$ cat config.mk
export PLATFORM = sky130hd
export DESIGN_NAME = srws_div
export DESIGN_NICKNAME = d
export VERILOG_FILES = /design/src/hw/rtl/srws_pkg.sv /design/src/hw/rtl/srws_div.sv
export SDC_FILE = /design/constraint.sdc
export NUM_CORES = 1
export LEC_CHECK = 0
export ABC_CLOCK_PERIOD_IN_PS = 2700
export BUFFER_PORTS_ARGS = -buffer_cell sky130_fd_sc_hd__buf_2
export CAP_MARGIN = 25
export CORE_ASPECT_RATIO = 0.7
export CORE_UTILIZATION = 45
export CTS_CLUSTER_DIAMETER = 200
export DETAILED_ROUTE_END_ITERATION = 10
export PLACE_DENSITY_LB_ADDON = 0.25
export SYNTH_ARGS = -nofsm -noshare
export SYNTH_HDL_FRONTEND = slang
export SYNTH_SLANG_ARGS = --single-unit
$ cat constraint.sdc
create_clock -name clock -period 2.7 [get_ports clock]
set_clock_uncertainty 0.05 [all_clocks]
set_input_delay 0.54 -clock clock [delete_from_list [all_inputs] [get_ports clock]]
set_output_delay 0.54 -clock clock [all_outputs]
set_load 0.01 [all_outputs]
$ cat src/hw/rtl/srws_pkg.sv
// srws_pkg: widths, codes and types shared by the spectral window smoother.
// No dependencies; compiled before every other file of the block.
`default_nettype none

package srws_pkg;

   localparam int IDX_W     = 12;   // bin index
   localparam int AMP_W     = 24;   // amplitude, Q12.12
   localparam int ANG_W     = 16;   // angle, Q2.13
   localparam int CNT_W     = 13;   // bins in use, window count, scan index
   localparam int K_W       = 16;   // smoothing factor, Q4.12
   localparam int Q12_SH    = 12;   // shift that gives one in Q4.12
   localparam int PROD_W    = 29;   // j*k and i*k
   localparam int ACC_AMP_W = AMP_W + CNT_W;
   localparam int ACC_ANG_W = ANG_W + CNT_W;
   localparam int DIV_W     = ACC_AMP_W;
   localparam int CSR_IDX_W = 2;
   localparam int CSR_DAT_W = 16;

   localparam logic OP_WRITE = 1'b0;
   localparam logic OP_QUERY = 1'b1;

   localparam logic [CSR_IDX_W-1:0] CSR_SMOOTHING = 2'd0;
   localparam logic [CSR_IDX_W-1:0] CSR_BINS      = 2'd1;

   localparam logic [K_W-1:0]   K_RESET    = 16'd4915;
   localparam logic [CNT_W-1:0] BINS_RESET = 13'd4096;

   typedef struct packed {
      logic [AMP_W-1:0] amp;
      logic [ANG_W-1:0] ang;
   } bin_type;

   typedef struct packed {
      logic             start;
      logic [DIV_W-1:0] dividend;
      logic [CNT_W-1:0] divisor;
   } div_req_type;

   typedef struct packed {
      logic             done;
      logic [DIV_W-1:0] quotient;
   } div_rsp_type;

endpackage

`default_nettype wire

$ cat src/hw/rtl/srws_div.sv
// srws_div: restoring divider, one quotient bit per cycle, unsigned.
// Depends on srws_pkg for widths and the request/response structs.
`default_nettype none

module srws_div (
   input  wire logic                  clock,
   input  wire logic                  reset,
   input  wire srws_pkg::div_req_type req,
   output srws_pkg::div_rsp_type      rsp
);
   import srws_pkg::*;

   localparam int CW = $clog2(DIV_W);

   logic             busy_ff, busy_in;
   logic             done_ff, done_in;
   logic [CW-1:0]    cnt_ff, cnt_in;
   logic [DIV_W-1:0] quo_ff, quo_in;
   logic [CNT_W-1:0] rem_ff, rem_in;
   logic [CNT_W-1:0] dvs_ff, dvs_in;

   logic [CNT_W:0]   sh;
   logic [CNT_W:0]   diff;
   logic             ge;

   always_comb begin
      sh   = {rem_ff, quo_ff[DIV_W-1]};
      ge   = sh >= {1'b0, dvs_ff};
      diff = sh - {1'b0, dvs_ff};

      busy_in = busy_ff;
      done_in = 1'b0;
      cnt_in  = cnt_ff;
      quo_in  = quo_ff;
      rem_in  = rem_ff;
      dvs_in  = dvs_ff;
      if (req.start) begin
         busy_in = 1'b1;
         cnt_in  = '0;
         quo_in  = req.dividend;
         rem_in  = '0;
         dvs_in  = req.divisor;
      end else if (busy_ff) begin
         quo_in = {quo_ff[DIV_W-2:0], ge};
         rem_in = ge ? diff[CNT_W-1:0] : sh[CNT_W-1:0];
         cnt_in = cnt_ff + CW'(1);
         if (cnt_ff == CW'(DIV_W - 1)) begin
            busy_in = 1'b0;
            done_in = 1'b1;
         end
      end
   end

   always_ff @(posedge clock) begin
      if (reset) begin
         busy_ff <= 1'b0;
         done_ff <= 1'b0;
      end else begin
         busy_ff <= busy_in;
         done_ff <= done_in;
      end
      cnt_ff <= cnt_in;
      quo_ff <= quo_in;
      rem_ff <= rem_in;
      dvs_ff <= dvs_in;
   end

   assign rsp.done     = done_ff;
   assign rsp.quotient = quo_ff;

endmodule

`default_nettype wire

Yosys cells after proc, flatten, opt, wreduce, memory -nomap -nowiden
Cells that the tools add are included.
- flip-flop bits (word level): 71
- output and inout port bits: 38
- $add $sub $neg: 2
- order comparisons: 1
- equal/unequal tests: 1
- multiplexer cells: 7
- bitwise logic cells: 1
- reductions and logical operators: 2
- operators with widths (kind ; number):
    two-way mux 37 bit ; 2
    >= comparator 14 x 13 -> 1 bit ; 1
    two-way mux 13 bit ; 1
    subtractor 13 bit ; 1
    adder 6 x 1 -> 6 bit (second input constant) ; 1
    == test 6 bit (second input constant) ; 1
    two-way mux 1 bit ; 4
    OR reduction 3 bit ; 1
    nonzero test 2 bit ; 1
    inverter 1 bit ; 1

Longest topological paths before layout
Gate-level depths: netlist of run 1.
- depth after elaboration: 4
- gate-level depth with buffers: 11

Worst setup path after synthesis of run 1
No wires, ideal clock.
- path type: register to register
- from: register quo_ff[36]
- to: register rem_ff[10]
- arrival: 2449 ps
- required time: 2547 ps
- setup slack: 98 ps
- stages on the path, launching flop included: 12
- path buffers: 1
- path through: edfxtp_1 inv_1 ha_1 inv_1 fa_1 a21o_1 nand4_1 a31oi_4 a2111oi_4 buf_6 a31oi_1 a2111oi_2
- longest elaborated chain between the ends: 2
- elaborated cells on any way between the ends: 3
- RTL lines (what ; RTL line ; RTL):
    start, declared ; srws_div.sv:18 ; logic [DIV_W-1:0] quo_ff, quo_in;
    start signal, assigned ; srws_div.sv:63 ; quo_ff <= quo_in;
    subtractor 13 bit or >= comparator 14 x 13 -> 1 bit (tied branches) ; srws_div.sv:29, srws_div.sv:28 ;
    two-way mux 13 bit (*) ; srws_div.sv:45 ; rem_in = ge ? diff[CNT_W-1:0] : sh[CNT_W-1:0];
    end signal, assigned ; srws_div.sv:64 ; rem_ff <= rem_in;
    end, declared ; srws_div.sv:19 ; logic [CNT_W-1:0] rem_ff, rem_in;
Every way passes the cells marked *; elsewhere a longest branch is shown, timed or not.
A chain may end at the register's enable or synchronous reset.

Worst setup path after layout of run 1
- from: register quo_ff[36]
- to: register rem_ff[6]
The elaborated chain is that of the path after synthesis.

==> results of run 1 <==
flip-flops by register name, indices dropped and copies added (netlist names):
signal / cells
busy_ff: 1
dvs_ff: 13
cnt_ff: 6
quo_ff: 37
rem_ff: 13
done_ff: 1
final cells by class:
type | count | area share [%]
clock buffers | 9 | 5.00
clock inverters | 7 | 1.06
inverters | 21 | 1.75
multi-input cells | 184 | 33.5
flip-flops and latches | 71 | 42.7
well taps | 98 | 2.72
repair buffers | 105 | 13.3
per-layer routing:
metal / global-route usage [%] / up-vias / share of wire [%]
met4: 5.07 / 0 / 1.0
met5: 0 / - / 0
met2: 28.2 / 73 / 46
met1: 25.2 / 1231 / 48
met3: 4.45 / 8 / 4.5
li1: - / 1268 / -
power by group through the flow:
| stage | clock [mW] | combinational, mW | sequential (mW) |
|---|---|---|---|
| CTS | 1.10 | 0.514 | 1.33 |
| global route | 1.15 | 0.594 | 1.35 |
| global placement | 0 | 0.499 | 1.35 |
| detailed placement | 0 | 0.509 | 1.36 |
| floorplan | 0 | 0.308 | 1.37 |
| finish | 1.07 | 0.543 | 1.33 |
cells by family after synthesis:
kind of cell | count (synthesis) | share of synthesized area (%)
buffers and inverters | 34 | 4.12
AO/OA/AOI/OAI | 49 | 10.1
AND/OR/NAND/NOR | 63 | 9.16
multiplexers | 44 | 13.7
XOR/XNOR | 12 | 2.96
adder cells (fa/ha/maj) | 16 | 5.85
flip-flops | 71 | 54.1
stage by stage:
step	std cells	area (um2)	total power, mW	setup slack (ns)	hold slack, ns
3_3_place_gp	472	4140	1.85	0.0554	0.422
5_1_grt	495	4500	3.09	-0.0281	0.320
3_5_place_dp	472	4140	1.87	-0.0278	0.438
4_1_cts	488	4420	2.94	0.0685	0.327
2_1_floorplan	289	3550	1.68	0.0975	0.396
6_report	495	4500	2.95	0.0752	0.334
cells in the final DEF, fill, tap and decap left out, types with 2 or more instances in the layout:
| cell | count |
|---|---|
| nand4_1 | 4 |
| mux2i_1 | 8 |
| ha_2 | 2 |
| buf_4 | 11 |
| nor2b_1 | 3 |
| nand2_1 | 16 |
| buf_6 | 2 |
| a21oi_1 | 12 |
| dfxtp_1 | 21 |
| buf_2 | 90 |
| inv_1 | 20 |
| clkinv_2 | 2 |
| nor2_1 | 19 |
| mux2_2 | 36 |
| xor2_1 | 5 |
| a311oi_2 | 2 |
| nand4b_1 | 2 |
| inv_6 | 2 |
| a21o_1 | 5 |
| ha_1 | 13 |
| clkbuf_16 | 10 |
| nor3_1 | 4 |
| o21ai_1 | 5 |
| o21ai_0 | 6 |
| edfxtp_1 | 50 |
| a211oi_1 | 5 |
| a32oi_1 | 2 |
| nand2b_1 | 3 |
| xnor2_1 | 7 |
| nand3_1 | 3 |
repair_timing:
item / CTS / global route
pin swaps: 1 / 8
setup endpoints to repair: 2 / 4
resized for setup: 0 / 12
gates cloned: 0 / 0
buffers inserted: 0 / 8
worst max path at each step:
| stage | cells past startpoint | slack, ns | endpoint |
|---|---|---|---|
| 2_1_floorplan | 11 | 0.1 | rem_ff[10] |
| 5_1_grt | 12 | -0.03 | rem_ff[6] |
| 6_report | 12 | 0.08 | rem_ff[6] |
| 4_1_cts | 11 | 0.07 | rem_ff[3] |
| 3_5_place_dp | 11 | -0.03 | rem_ff[10] |
| 3_3_place_gp | 11 | 0.06 | rem_ff[10] |
==> metrics, run 1 <==
status finished clean; Core Area 7480 um2; fill count 612; Initial DRC Count 89; global-route wire length before repair 11600 um; Seq cells post-synth 71; worst-margin pin slew 0.573 ns; Clock power frac 36.4%; RR Startpoint quo_ff[36]; Slew HR 60.8%; Clock Sinks 71; share of layout cells above drive strength 1 42.6%; Clock Pin Slew Worst Setup and Hold Paths 0.06 ns; clk root buf clkbuf_16; delay-heaviest family, CP compound AO/OA/AOI/OAI gates; top cells by area, synth edfxtp_1 (42%), dfxtp_1 (12%), mux2_2 (11%); RePlAce Congestion 0.806; area of the multi-input gates 1510 um2; Register-to-Register Path Depth 12; routed via count 2580; Primary FF master, synth edfxtp_1; syn_nets 358; ys async rst share 0%; Via-to-Cell Ratio 5.21; Worst-Skew Late Latency 0.33 ns; Comb power frac 18.4%; Critical Path Slowest Stage Cell edfxtp_1; hold_sp reset; Mapped Area 3550 um2; DP Wirelength 5190 um; nets 461; GRT overflow 0; Startpoint Class register; CP startpoint quo_ff[36]; Critical Path AT 2.76 ns; setup_tns 0 ns; Final Cycle Share 97.2%; final antenna-violating net count 0; io pins 91; TritonCTS Buffers 9; number of antenna violations at the first check in global routing 0; Synth top area share 42.3%; PortBufs 90; P_int 2.17 mW; Syn Inst Count 289; drt pass-1 iters 4; CP Capture Type register; Tot GR Track Use 18.2%; final setup fails 0; Clock Tree Buf Depth 2; Reg power frac 45.2%; DIE WIDTH 108 um; routed wire length 7390 um; required time of the critical path 2.83 ns; Netlist cell types 48; Post-synth EDFFs 50; Initial Util 47.5%; sequential area share after synthesis 54.1%; final core utilization 60.2%; largest area contributor in the netlist edfxtp_1; vias in the first global route 2376; CP max stage delay 0.38 ns; hold depth 2; Die ar. 8260 um2; synth warn 0; worst path bufs/invs 4; Routed wire per std cell 14.9 um; maxcap violations 0; Tmin final 2.62 ns; Post-synth top cells edfxtp_1 (50), mux2_2 (36), dfxtp_1 (21), inv_1 (21), nor2_1 (19); # DRC 0; CTS tree done; final hold violations 0; Slew Viols, Final 0; Hold-fix buffers, CTS 0; RSZ-0062 raised after global routing yes; Area growth syn-to-layout 26.8%; capturing point of the worst reg2reg path rem_ff[6]; Min-Delay Path Class input port to register; Static Leak 1.94 nW; Min-Delay Endpoint busy_ff; register area 1920 um2; worst path cell trace inv_1 -> ha_2 -> inv_2 -> fa_2 -> a21o_1 -> nand4_1 -> a31oi_4 -> a2111oi_4 -> clkbuf_16 -> buf_6 -> mux2i_1 -> a211oi_1; most common cell in the netlist edfxtp_1; switching power 0.783 mW; Diodes inserted 0; largest net degree at the start of global routing 38; critical path peak fanout 7; reg2reg setup slack 0.08 ns; # rows 26; Max Clock Freq 381 MHz; Worst VDD drop 0.000311 V; H-tree levels 3; switch share 26.5%; Die Ht 76.3 um; PwrDens 655 nW/um2; mean post-synth cell area 12.3 um2; WS Path Type register to register
Power figures use the tool's default switching activity.
==> run 2: changes to the inputs <==
Settings changed: ABC_AREA set to 1, ABC_CLOCK_PERIOD_IN_PS 2700 to 3100.
Clock period 2.7 ns to 3.1 ns, I/O delays scaled along.
==> run 2 against run 1 <==
Net effect:
- non-clock buffer count fell by 8
- via count is 30% higher
- synthesized area rose by 9.7%
- combinational power decreased by 40%
- hold slack improved by 0.064 ns
- critical path type unchanged
- critical endpoint is now quo_ff[0]
- largest cell class unchanged
==> metrics, run 2 <==
Core Area 8110 um2; Area growth syn-to-layout 22.1%; ys async rst share 0%; Initial Util 48.0%; dpl cells 665; max FFs per register 37; Post-synth top cells nand2_1 (204), inv_1 (67), edfxtp_1 (50); largest registers quo_ff (37), dvs_ff (13), rem_ff (13); syn_nets 553; largest area contributor in the netlist edfxtp_1; Hold Slack 0.398 ns; Worst-Skew Late Latency 0.34 ns; Die ar. 9040 um2; worst-margin pin slew 0.956 ns; Final Cycle Share 80.7%; nets 644; Hold-fix buffers, CTS 0; Min-Delay Path Class input port to register; post-CTS setup buffer count 0; Syn Inst Count 484; routed wire length 9220 um; DIE WIDTH 113 um; Critical Path Slowest Stage Cell fa_1; io pins 91; worst path cell trace inv_1 -> ha_1 -> inv_1 -> fa_1 -> nand2_1 -> nand2_1 -> nand3_1 -> nand2_1 -> nand2_2 -> nand3_4 -> nand2_1 -> nand2_1; CP max stage delay 0.45 ns; Clock Pin Slew Worst Setup and Hold Paths 0.06 ns; sequential area share after synthesis 49.3%; Critical Path AT 2.55 ns; number of antenna violations at the first check in global routing 0; non-filler cells, final 681; status finished clean; Clock Sinks 71; share of layout cells above drive strength 1 24.1%; Slew HR 36.1%; critical path depth 12; hold depth 1; final hold violations 0; synth warn 0; GRT overflow 0; Clock Tree Buf Depth 2; Mapped Area 3890 um2; final antenna-violating net count 0; setup_tns 0 ns; cts repair resizes 0; global-route wire length before repair 15200 um; worst path bufs/invs 2; PortBufs 90; required time of the critical path 3.15 ns; Primary FF master, synth edfxtp_1; maxcap violations 0; critical path peak fanout 15; mean post-synth cell area 8.05 um2; H-tree levels 3; capturing point of the worst reg2reg path quo_ff[0]; delay-heaviest family, CP simple AND/OR/NAND/NOR gates; final setup fails 0; vias in the first global route 3134; final core utilization 58.7%; Die Ht 79.8 um; Startpoint Class register; most common cell in the netlist nand2_1; Via-to-Cell Ratio 4.93; TritonCTS Buffers 9; PwrDens 530 nW/um2; Post-synth EDFFs 50; RR Startpoint quo_ff[36]; pre-CTS setup slack 0.634 ns; WS Path Type register to register; CTS tree done; Max Clock Freq 400 MHz; CP Capture Type register; routed via count 3358; most used cell, CP nand2_1; largest net degree at the start of global routing 30; # DRC 0; RePlAce Congestion 0.878; Netlist cell types 29; # rows 27; Tot Pwr 2.52 mW; clk root buf clkbuf_16; Routed wire per std cell 13.5 um; fin area 4760 um2; Tot GR Track Use 22.3%; top cells by area, synth edfxtp_1 (39%), nand2_1 (20%), dfxtp_1 (11%); CP startpoint quo_ff[36]; worst setup path endpoint quo_ff[0]; Static Leak 2.45 nW; DP Wirelength 6680 um; hold_sp req[12]; most frequent cells in the layout nand2_1 (204), buf_2 (90), inv_1 (67), edfxtp_1 (50), nand3_1 (25); Biggest register quo_ff; Register-to-Register Path Depth 12; drt pass-1 iters 5; Slew Viols, Final 0; Synth top area share 38.5%; Initial DRC Count 190; Tmin final 2.50 ns; reg2reg setup slack 0.60 ns; Placed Area 4450 um2; fin worst setup slack 0.598 ns; Seq cells post-synth 71; Worst VDD drop 0.000342 V; most common cell after layout, fill and taps aside nand2_1; RSZ-0062 raised after global routing no; Diodes inserted 0
run 2: worst min path at each step:
stage,slack [ns],end
2_1_floorplan,0.40,rem_ff[10]
3_3_place_gp,0.41,rem_ff[1]
3_5_place_dp,0.42,rem_ff[2]
4_1_cts,0.39,dvs_ff[12]
5_1_grt,0.39,dvs_ff[5]
6_report,0.40,dvs_ff[12]
run 2: cell type report:
class | count | area, um2
Clock buffer | 9 | 225
Clock inverter | 7 | 78.8
Fill cell | 752 | 3350
Inverter | 72 | 270
Multi-Input combinational cell | 324 | 1610
Sequential cell | 71 | 1920
Tap cell | 101 | 126
Timing Repair Buffer | 97 | 523
run 2: cell families (layout without fill, tap and decap cells):
kind of cell    after synthesis  count (layout)  synth area share, %
compound gates               17              17                 2.57
fa+ha+maj                    16              16                 5.33
simple gates                286             286                 32.3
buf+inv                      89             185                 9.32
flops                        71              71                 49.3
xor+xnor                      5               5                 1.12
run 2: worst reg2reg max path, stage by stage, from the launching register on:
cell and delay [ns]:
edfxtp_1 0.37, inv_1 0.09, ha_1 0.14, inv_1 0.07
fa_1 0.45, nand2_1 0.10, nand2_1 0.05, nand3_1 0.07
nand2_1 0.10, nand2_2 0.29, nand3_4 0.29, nand2_1 0.13
nand2_1 0.06
run 2: metal layers:
metal  wire length [um]  vias up  track usage, %  part of all wire (%)
li1                   -     1719               -                     -
met4                 64        0            5.13                  0.69
met2               4060      100            33.9                    44
met5                  0        -               0                     0
met1               4500     1530            31.0                    49
met3                598        9            7.06                   6.5
run 2: report_power, final:
part	internal [mW]	total, mW	switching (mW)
registers	1.10	1.13	0.0351
clock network	0.631	1.06	0.429
logic	0.126	0.326	0.201
==> run 3: changes to the inputs <==
Settings changed: ABC_AREA 1 to 0, ABC_CLOCK_PERIOD_IN_PS 3100 to 2300.
Clock period 3.1 ns to 2.3 ns, I/O delays scaled along.
==> run 3 against run 2 <==
Net effect:
- clock power grew 29%
- largest power group unchanged
- critical endpoint is now rem_ff[8]
- highest routed layer unchanged
- wire length down 22%
- critical path depth shrank 1
- combinational power is 110% higher
- power increased by 43%
- final cell count decreased by 24%
- the flow now finishes with violations (negative setup slack)
- sequential cell count stayed put
- worst setup slack worse by 0.71 ns
==> metrics, run 3 (synthesis results as in run 1) <==
worst path cell trace ha_2 -> inv_2 -> fa_2 -> a21o_1 -> nand4_1 -> a31oi_4 -> a2111oi_4 -> buf_4 -> buf_6 -> or4b_1 -> nand3_1; WS Path Type register to register; Core Area 7480 um2; routed via count 2627; vias in the first global route 2417; Static Leak 2.06 nW; DP Wirelength 5440 um; Die Ht 76.3 um; Register-to-Register Path Depth 11; setup_tns -0.957 ns; CP Capture Type register; Placed Area 4310 um2; Tmin final 2.42 ns; status complete, but fails checks; TritonCTS Buffers 9; fill count 609; Slew Viols, Final 0; largest registers quo_ff (37), dvs_ff (13), rem_ff (13); final antenna-violating net count 0; delay-heaviest family, CP simple AND/OR/NAND/NOR gates; drt pass-1 iters 4; Worst-Skew Late Latency 0.33 ns; global-route wire length before repair 11600 um; # DRC 0; Initial Util 47.5%; Via-to-Cell Ratio 5.08; fin area 4690 um2; Clock Pin Slew Worst Setup and Hold Paths 0.06 ns; CP max stage delay 0.50 ns; Biggest register quo_ff; Tot GR Track Use 18.6%; GRT overflow 0; critical path peak fanout 5; final setup fails 13; max FFs per register 37; Clock Tree Buf Depth 2; clk root buf clkbuf_16; violated checks negative setup slack; # rows 26; CTS tree done; Die ar. 8260 um2; DIE WIDTH 108 um; most common cell after layout, fill and taps aside buf_2; final core utilization 62.6%; RePlAce Congestion 0.833; Startpoint Class register; most frequent cells in the layout buf_2 (90), edfxtp_1 (50), mux2_2 (36), buf_4 (34), dfxtp_1 (21); worst-margin pin slew 0.559 ns; Max Clock Freq 414 MHz; routed wire length 7170 um; fin worst setup slack -0.115 ns; number of antenna violations at the first check in global routing 0; hold depth 1; Initial DRC Count 75; maxcap violations 0; RSZ-0062 raised after global routing yes; Final Cycle Share 105%; share of layout cells above drive strength 1 45.8%; worst path bufs/invs 3; required time of the critical path 2.52 ns; area of the multi-input gates 1510 um2; largest net degree at the start of global routing 37; Area growth syn-to-layout 31.9%; register area 1920 um2; PwrDens 772 nW/um2; Worst VDD drop 0.000413 V; nets 483; final hold violations 0; Critical Path AT 2.64 ns; Clock Sinks 71; Critical Path Slowest Stage Cell or4b_1; critical path depth 11; Routed wire per std cell 13.9 um; Diodes inserted 0; PortBufs 90; Slew HR 61.8%; io pins 91; Min-Delay Path Class input port to register; H-tree levels 3
run 3: cell types whose count changed in the layout (fill, tap and decap cells not counted), moves of 7 or more:
cell and change:
buf_4 +28, inv_1 -47, mux2_2 +36, mux2i_1 +8, nand2_1 -189, nand3_1 -22
nand3_2 -7, nand4_1 -14
run 3: final timing paths:
path,from,slack (ns),endpoint
min,req[0],0.26,dvs_ff[0]
min reg2reg,rem_ff[2],0.44,rem_ff[2]
max reg2reg,dvs_ff[0],-0.12,rem_ff[8]
max,dvs_ff[0],-0.12,rem_ff[8]
run 3: what timing repair did:
| item | 4_1_cts | 5_1_grt |
|---|---|---|
| resized for setup | 2 | 6 |
| buffers inserted | 3 | 3 |
| setup endpoints to repair | 12 | 14 |
| pin swaps | 4 | 4 |
| hold buffers | 0 | 0 |
run 3: routing by layer:
layer	up-vias	wire (um)	track usage, %	part of all wire [%]
li1	1318	-	-	-
met1	1227	3550	27.3	49
met2	80	3140	26.8	44
met3	2	469	5.65	6.5
met4	0	12	4.11	0.17
met5	-	0	0	0
run 3: power by group:
| part | switching (mW) | total [mW] | leakage, nW | internal, mW |
|---|---|---|---|---|
| sequential | 0.0587 | 1.56 | 0.671 | 1.50 |
| combinational | 0.334 | 0.686 | 1.25 | 0.353 |
| clock | 0.530 | 1.37 | 0.142 | 0.840 |
| total | 0.922 | 3.62 | 2.06 | 2.69 |
run 3: layout make-up:
cell class	count	share of cell area [%]
Timing Repair Buffer	127	16.0
Inverter	21	1.68
Clock inverter	7	1.55
Sequential cell	71	41.0
Multi-Input combinational cell	184	32.3
Clock buffer	9	4.81
Tap cell	98	2.62
run 3: metrics by stage:
stage                     instances  hold slack (ns)  worst slack (ns)  power (mW)
after floorplan                 289            0.396           -0.0560        1.98
after global placement          495            0.421           -0.0206        2.22
after detailed placement        495            0.432            -0.107        2.24
after CTS                       514            0.240            -0.117        3.64
after global routing            517            0.239            -0.235        3.79
final                           517            0.256            -0.115        3.62
